<file path="config.mk">
export PLATFORM = sky130hd
export DESIGN_NAME = lacc_acc
export DESIGN_NICKNAME = d
export VERILOG_FILES = /design/src/hw/rtl/lacc_pkg.sv /design/src/hw/rtl/lacc_acc.sv
export SDC_FILE = /design/constraint.sdc
export NUM_CORES = 1
export LEC_CHECK = 0
export BUFFER_PORTS_ARGS = -buffer_cell sky130_fd_sc_hd__buf_2
export CAP_MARGIN = 20
export CORE_MARGIN = 3
export CORE_UTILIZATION = 35
export DETAILED_ROUTE_END_ITERATION = 16
export GPL_TIMING_DRIVEN = 0
export SKIP_LAST_GASP = 1
export SYNTH_ARGS = -nofsm -noshare
export SYNTH_HDL_FRONTEND = slang
export SYNTH_SLANG_ARGS = --single-unit
</file>
<file path="constraint.sdc">
create_clock -name clk_i -period 19.45 [get_ports clk_i]
set_input_delay 0 -clock clk_i [delete_from_list [all_inputs] [get_ports clk_i]]
set_output_delay 0 -clock clk_i [all_outputs]
set_load 0.02 [all_outputs]
</file>
<file path="src/hw/rtl/lacc_pkg.sv">
// ----------------------------------------------------------------------------
// lacc_pkg
// shared types and constants of the lattice action cost checker
// ----------------------------------------------------------------------------
package lacc_pkg;

  // map geometry, side is a power of two
  localparam int unsigned MAP_SIDE  = 256;
  localparam int unsigned COORD_W   = $clog2(MAP_SIDE);
  localparam int unsigned ADDR_W    = 2 * COORD_W;
  localparam int unsigned MAP_DEPTH = MAP_SIDE * MAP_SIDE;

  // largest usable map dimension in the 9-bit size registers
  localparam int unsigned DIM_MAX = (MAP_SIDE > 511) ? 511 : MAP_SIDE;
  localparam logic [8:0]  DIM_CAP = 9'(DIM_MAX);

  // base cost width in use
  localparam int unsigned COST_BITS = 16;
  localparam logic [15:0] BASE_MASK =
    (COST_BITS >= 16) ? 16'hFFFF : 16'((32'd1 << COST_BITS) - 32'd1);

  typedef enum logic {
    CMD_WRITE = 1'b0,
    CMD_EVAL  = 1'b1
  } cmd_e;

  typedef enum logic [1:0] {
    REG_MAP_WIDTH  = 2'd0,
    REG_MAP_HEIGHT = 2'd1,
    REG_INSCRIBED  = 2'd2,
    REG_OBSTACLE   = 2'd3
  } reg_idx_e;

  // evaluate item on its way through the read stages
  typedef struct packed {
    logic        present;
    logic        last;
    logic [15:0] base;
    logic        src_ok;
    logic        end_ok;
    logic        step_ok;
  } item_t;

  // closed action waiting for the multiply
  typedef struct packed {
    logic        blocked;
    logic [15:0] base;
    logic [8:0]  scale;
  } res_t;

endpackage

</file>
<file path="src/hw/rtl/lacc_acc.sv">
// ----------------------------------------------------------------------------
// lacc_acc
// per-action accumulation: blocking checks and running maximum of cell costs
// ----------------------------------------------------------------------------
module lacc_acc (
  input  logic           clk_i,
  input  logic           rst_ni,
  input  logic           step_i,
  input  lacc_pkg::item_t item_i,
  input  logic [7:0]     src_cost_i,
  input  logic [7:0]     end_cost_i,
  input  logic [7:0]     step_cost_i,
  input  logic [7:0]     inscribed_i,
  input  logic [7:0]     obstacle_i,
  output logic           res_valid_o,
  output lacc_pkg::res_t res_o
);
  import lacc_pkg::*;

  logic [7:0] running_max_q, running_max_d;
  logic       blocked_q, blocked_d;

  logic       item_blk;
  logic       blk_pre;
  logic       blk_post;
  logic [7:0] rm;
  logic [7:0] m_all;

  always_comb begin
    item_blk = !item_i.src_ok || !item_i.end_ok ||
               (src_cost_i >= obstacle_i) || (end_cost_i >= obstacle_i) ||
               (end_cost_i >= inscribed_i);
    blk_pre  = blocked_q || item_blk;
    blk_post = blk_pre;
    rm       = running_max_q;
    if (!blk_pre && item_i.present) begin
      if (!item_i.step_ok) begin
        blk_post = 1'b1;
      end else begin
        if (step_cost_i > rm) begin
          rm = step_cost_i;
        end
        if (rm >= inscribed_i) begin
          blk_post = 1'b1;
        end
      end
    end
    m_all = rm;
    if (src_cost_i > m_all) begin
      m_all = src_cost_i;
    end
    if (end_cost_i > m_all) begin
      m_all = end_cost_i;
    end
  end

  always_comb begin
    running_max_d = running_max_q;
    blocked_d     = blocked_q;
    if (step_i) begin
      if (item_i.last) begin
        running_max_d = '0;
        blocked_d     = 1'b0;
      end else begin
        running_max_d = rm;
        blocked_d     = blk_post;
      end
    end
  end

  assign res_valid_o   = step_i && item_i.last;
  assign res_o.blocked = blk_post;
  assign res_o.base    = blk_post ? 16'd0 : item_i.base;
  assign res_o.scale   = {1'b0, m_all} + 9'd1;

  always_ff @(posedge clk_i or negedge rst_ni) begin
    if (!rst_ni) begin
      running_max_q <= '0;
      blocked_q     <= 1'b0;
    end else begin
      running_max_q <= running_max_d;
      blocked_q     <= blocked_d;
    end
  end

endmodule

</file>
* After elaboration in Yosys (flattened, before gate mapping)
Index checks and enable logic that the tools add are counted.
** Word-level totals
- Input port bits :: 64
- Word-level logic and storage cells :: 33
- Register bits after elaboration :: 9
** Operators by class
- Reduce and logical (&&, ||, !) cells :: 10
- Magnitude comparators :: 7
- Multiplexer cells :: 13
- Add/sub/neg operators :: 1
** Operators with widths (number)
- 8-bit 2-to-1 mux :: 8
- 8-bit >= comparator :: 4
- 8-bit greater-than comparator :: 3
- 16-bit 2-to-1 mux :: 1
- 8-bit by 1-bit adder with 9-bit output (second input constant) :: 1
- 1-bit logical OR :: 5
- 1-bit 2-to-1 mux :: 4
- 1-bit zero test :: 3
- 1-bit logical AND :: 2

* Longest topological paths before layout
- Depth after elaboration :: 16
- Depth in mapped cells :: 33
- Mapped depth without buffers :: 31

* Worst setup path after synthesis
OpenSTA, ideal clock, no wires.
- Kind :: reg2out
- Start :: register running_max_q[1]
- End :: output port res_o[6] (netlist name)
- Cell stages (with the launch flop) :: 33
- Required time :: 19450 ps
- Data arrival time :: 6542 ps
- Setup slack :: 12908 ps
- Cells stage by stage :: dfrtp_1 > inv_1 > ha_1 > nor2b_1 > o211ai_1 > a21oi_1 > o21ai_1 > buf_2 > mux2_2 > a21oi_1 > ha_1 > and4_1 > and4_1 > and3_1 > o32a_1 > a311oi_4 > o21ai_4 > mux2i_1 > ha_1 > nor2b_1 > o21a_1 > o21a_1 > o21a_1 > o21a_1 > o21ai_1 > buf_2 > nor2_1 > a21oi_1 > ha_1 > inv_1 > a31oi_1 > nor3b_1 > xnor2_1
** RTL lines
- from (decl) :: line lacc_acc.sv:20 : logic [7:0] running_max_q, running_max_d;
- from (signal assigned) :: line lacc_acc.sv:81 : running_max_q <= running_max_d;
- to (decl) :: line lacc_acc.sv:16 : output lacc_pkg::res_t res_o

==> results.toml <==
[critical_path]
r2r_cells = 21
crit_path_end = "res_o[6]"
crit_path_top_delay_cell = "mux2_2"
critPathBufInv = 5
cpPeakStageDelay_ns = 0.39
worst_r2r_endpoint = "blocked_q"
startpoint_type = "flop"
timing.rr.start = "running_max_q[1]"
cp_max_fo = 10
arrival_ns = 7.84
cp-startpoint = "running_max_q[1]"
critical-path-top-delay-family = "compound AO/OA/AOI/OAI gates"
end_kind = "output pin"
worstPathRequired_ns = 19.45
regToRegSetupSlack_ns = 14.58
crit_cells = 33
path_class = "reg2out"

[route]
wl_mm = 6.97
top_layer_used = "met4"
wl_met1_mm = 3.55
drc = 0
wire_per_inst_um = 13.9
dr_wl_met3_um = 243
antenna_left = 0
vias = 2574
drt-initial-drc-count = 133
viasPerCell = 5.12
met2_length_mm = 3.17
dr.pass1.iters = 4

[final_layout]
final.fill_count = 745
nets = 528
post-route-util_pct = 45.6
antenna-diode-count = 0
drive_gt1_share_pct = 28.7
area_delta_synth_final_pct = 25.1
fin_cells = 503

[sta]
worst_slew_pin_slew_ns = 0.772
grt_setup_unrepaired = "no"
fmax_mhz = 127
whs_ns = 0.153
setup_viol = 0
finalHoldViolations = 0
fin_setup_tns_ns = 0
final_max_slew_viol_count = 0
slew_headroom_pct = 48.2
min_period_over_period_pct = 40.3
fin_crit_ns = 7.84
fin_skew_ns = 0.00615

[global_routing]
grt-ovfl-total = 0
grt_pass1_wl_mm = 11.6
grt_max_degree = 11
grt_pass1_vias = 2475
grt_usage_pct = 16.8
grt_antenna_before_repair = 0

[logic_synthesis]
synth-main-ff-cell = "dfrtp_1"
synth_xor_area_share_pct = 2.11
synth_edf_count = 0
ys_seq_elements = 9
synth-compound-area-share_pct = 22.1
synthAdderAreaFrac_pct = 28.1
ys_seq_area_share_pct = 9.04
synth_cell_types = 59
synth.area.top_cells = "ha_1 (28%), dfrtp_1 (9.0%), inv_1 (5.9%)"
synth_area_um2 = 2490
synthCells = 312
synth_mux_area_share_pct = 7.18
synth-simple-area-share_pct = 24.3
avgSynthCellArea_um2 = 7.98
synth_async_sr_flop_share_pct = 100
synth_nets = 432
yosysTopAreaCellShare_pct = 28.1
ys_warn_count = 0
yosys.area.top_type = "ha_1"
synth_top_family_by_area = "adder cells"

[clock_network]
hold_buffers = 1
path_clk_slew_ns = 0.05
clk_latency_ns = 0.24
clockRootBuffer = "clkbuf_8"
postCtsSetupBuffers = 0
cts_tree = "done"
cts_max_level = 1
cts.repair.resized = 0
cts.sinks = 9
cts_buffers = 3
clockBufferDepth = 2

[pwr]
power_mw = 0.114
peakVddDrop_v = 0.0000248
pwr_density_cell_nw_per_um2 = 36.7
p_leak_nw = 1.65

[hold_path]
hold_path_class = "in2async"

[die]
row_count = 30
dieArea_um2 = 8170
die_x_um = 90.4
fp.dieH_um = 90.4
core_um2 = 6830
ios = 91
initial_core_util_pct = 36.5

[placed_design]
gp_congestion = 0.847
dp.cells = 498
hpwl_mm = 6.11
portBuffers = 90

[job]
maxCapViolations = 0

[status]
outcome = "completed"
## layout by cell type (no fill, tap or decap), types with 6 or more instances in the layout
master,Yosys,routed
nand4_1,8,8
ha_1,56,56
dfrtp_1,9,9
o22ai_1,9,9
a21oi_1,19,19
nand2_1,12,12
nand3_1,10,10
inv_1,39,39
a21o_1,6,6
mux2i_1,6,6
mux2_2,8,8
and3_1,8,8
nor2_1,17,17
buf_2,2,92
and2_1,17,17
nor2b_1,7,7
## flip-flops by register name (all words and copies together) (netlist names)
name / cells
blocked_q: 1
running_max_q: 8
## routing by layer
layer | vias up | track usage, %
met1 | 1175 | 23.9
met4 | 0 | 1.53
li1 | 1338 | -
met3 | 2 | 2.42
met5 | - | 0
met2 | 59 | 28.0
## cell type report
class	count	area (um^2)	share of cell area, %
plain buffers	7	32.5	1.04
clock buffers	4	45.0	1.45
inverters	39	146	4.70
multi-input cells	257	2090	67.0
flip-flops and latches	9	225	7.23
well taps	96	120	3.85
repair buffers	91	460	14.8
## where the power goes
part	switching, mW	internal [mW]
Sequential	0.000177	0.0191
Clock	0.00818	0.0144
Combinational	0.0416	0.0310
Total	0.0499	0.0644
## synthesized netlist by cell type (2+ instances only)
cell type and number:
and4_1 2, mux2i_1 6, inv_1 39, mux2_2 8
and2_1 17, nand3_1 10, nor4_1 3, and3_1 8
buf_2 2, o22ai_1 9, a21o_1 6, a21boi_0 2
nor2b_1 7, xnor2_1 5, dfrtp_1 9, a31oi_1 2
o31ai_1 3, nor4b_1 2, o211ai_1 3, buf_1 2
o21ai_1 5, a211oi_1 5, nand2b_1 3, nor2_1 17
nand2_1 12, clkbuf_1 2, o21a_1 5, nand4_1 8
o21ai_0 5, ha_1 56, nor3_1 2, a21oi_1 19
nor3b_1 2
## cells by family (layout without fill, tap and decap cells)
| kind of cell | Yosys count | after routing |
|---|---|---|
| fa+ha+maj | 56 | 56 |
| compound gates | 77 | 77 |
| buf+inv | 46 | 141 |
| mux | 16 | 16 |
| flops | 9 | 9 |
| xor+xnor | 6 | 6 |
| simple gates | 102 | 102 |
## worst min path at each step
stage / startpoint / cells past startpoint / slack, ns / end
2_1_floorplan: rst_ni / 0 / -0.30 / blocked_q
3_3_place_gp: rst_ni / 1 / -0.13 / running_max_q[0]
3_5_place_dp: rst_ni / 1 / -0.12 / running_max_q[0]
4_1_cts: rst_ni / 2 / 0.16 / running_max_q[0]
5_1_grt: rst_ni / 2 / 0.17 / running_max_q[0]
6_report: rst_ni / 2 / 0.15 / running_max_q[0]
## metrics by stage
stage                     cell area, um^2  setup slack [ns]
after floorplan                      2490             12.91
after global placement               3060             11.94
after detailed placement             3060             11.90
after CTS                            3120             11.61
after global routing                 3120             11.10
final                                3120             11.61
No activity file was read; power rests on OpenSTA's default activity.
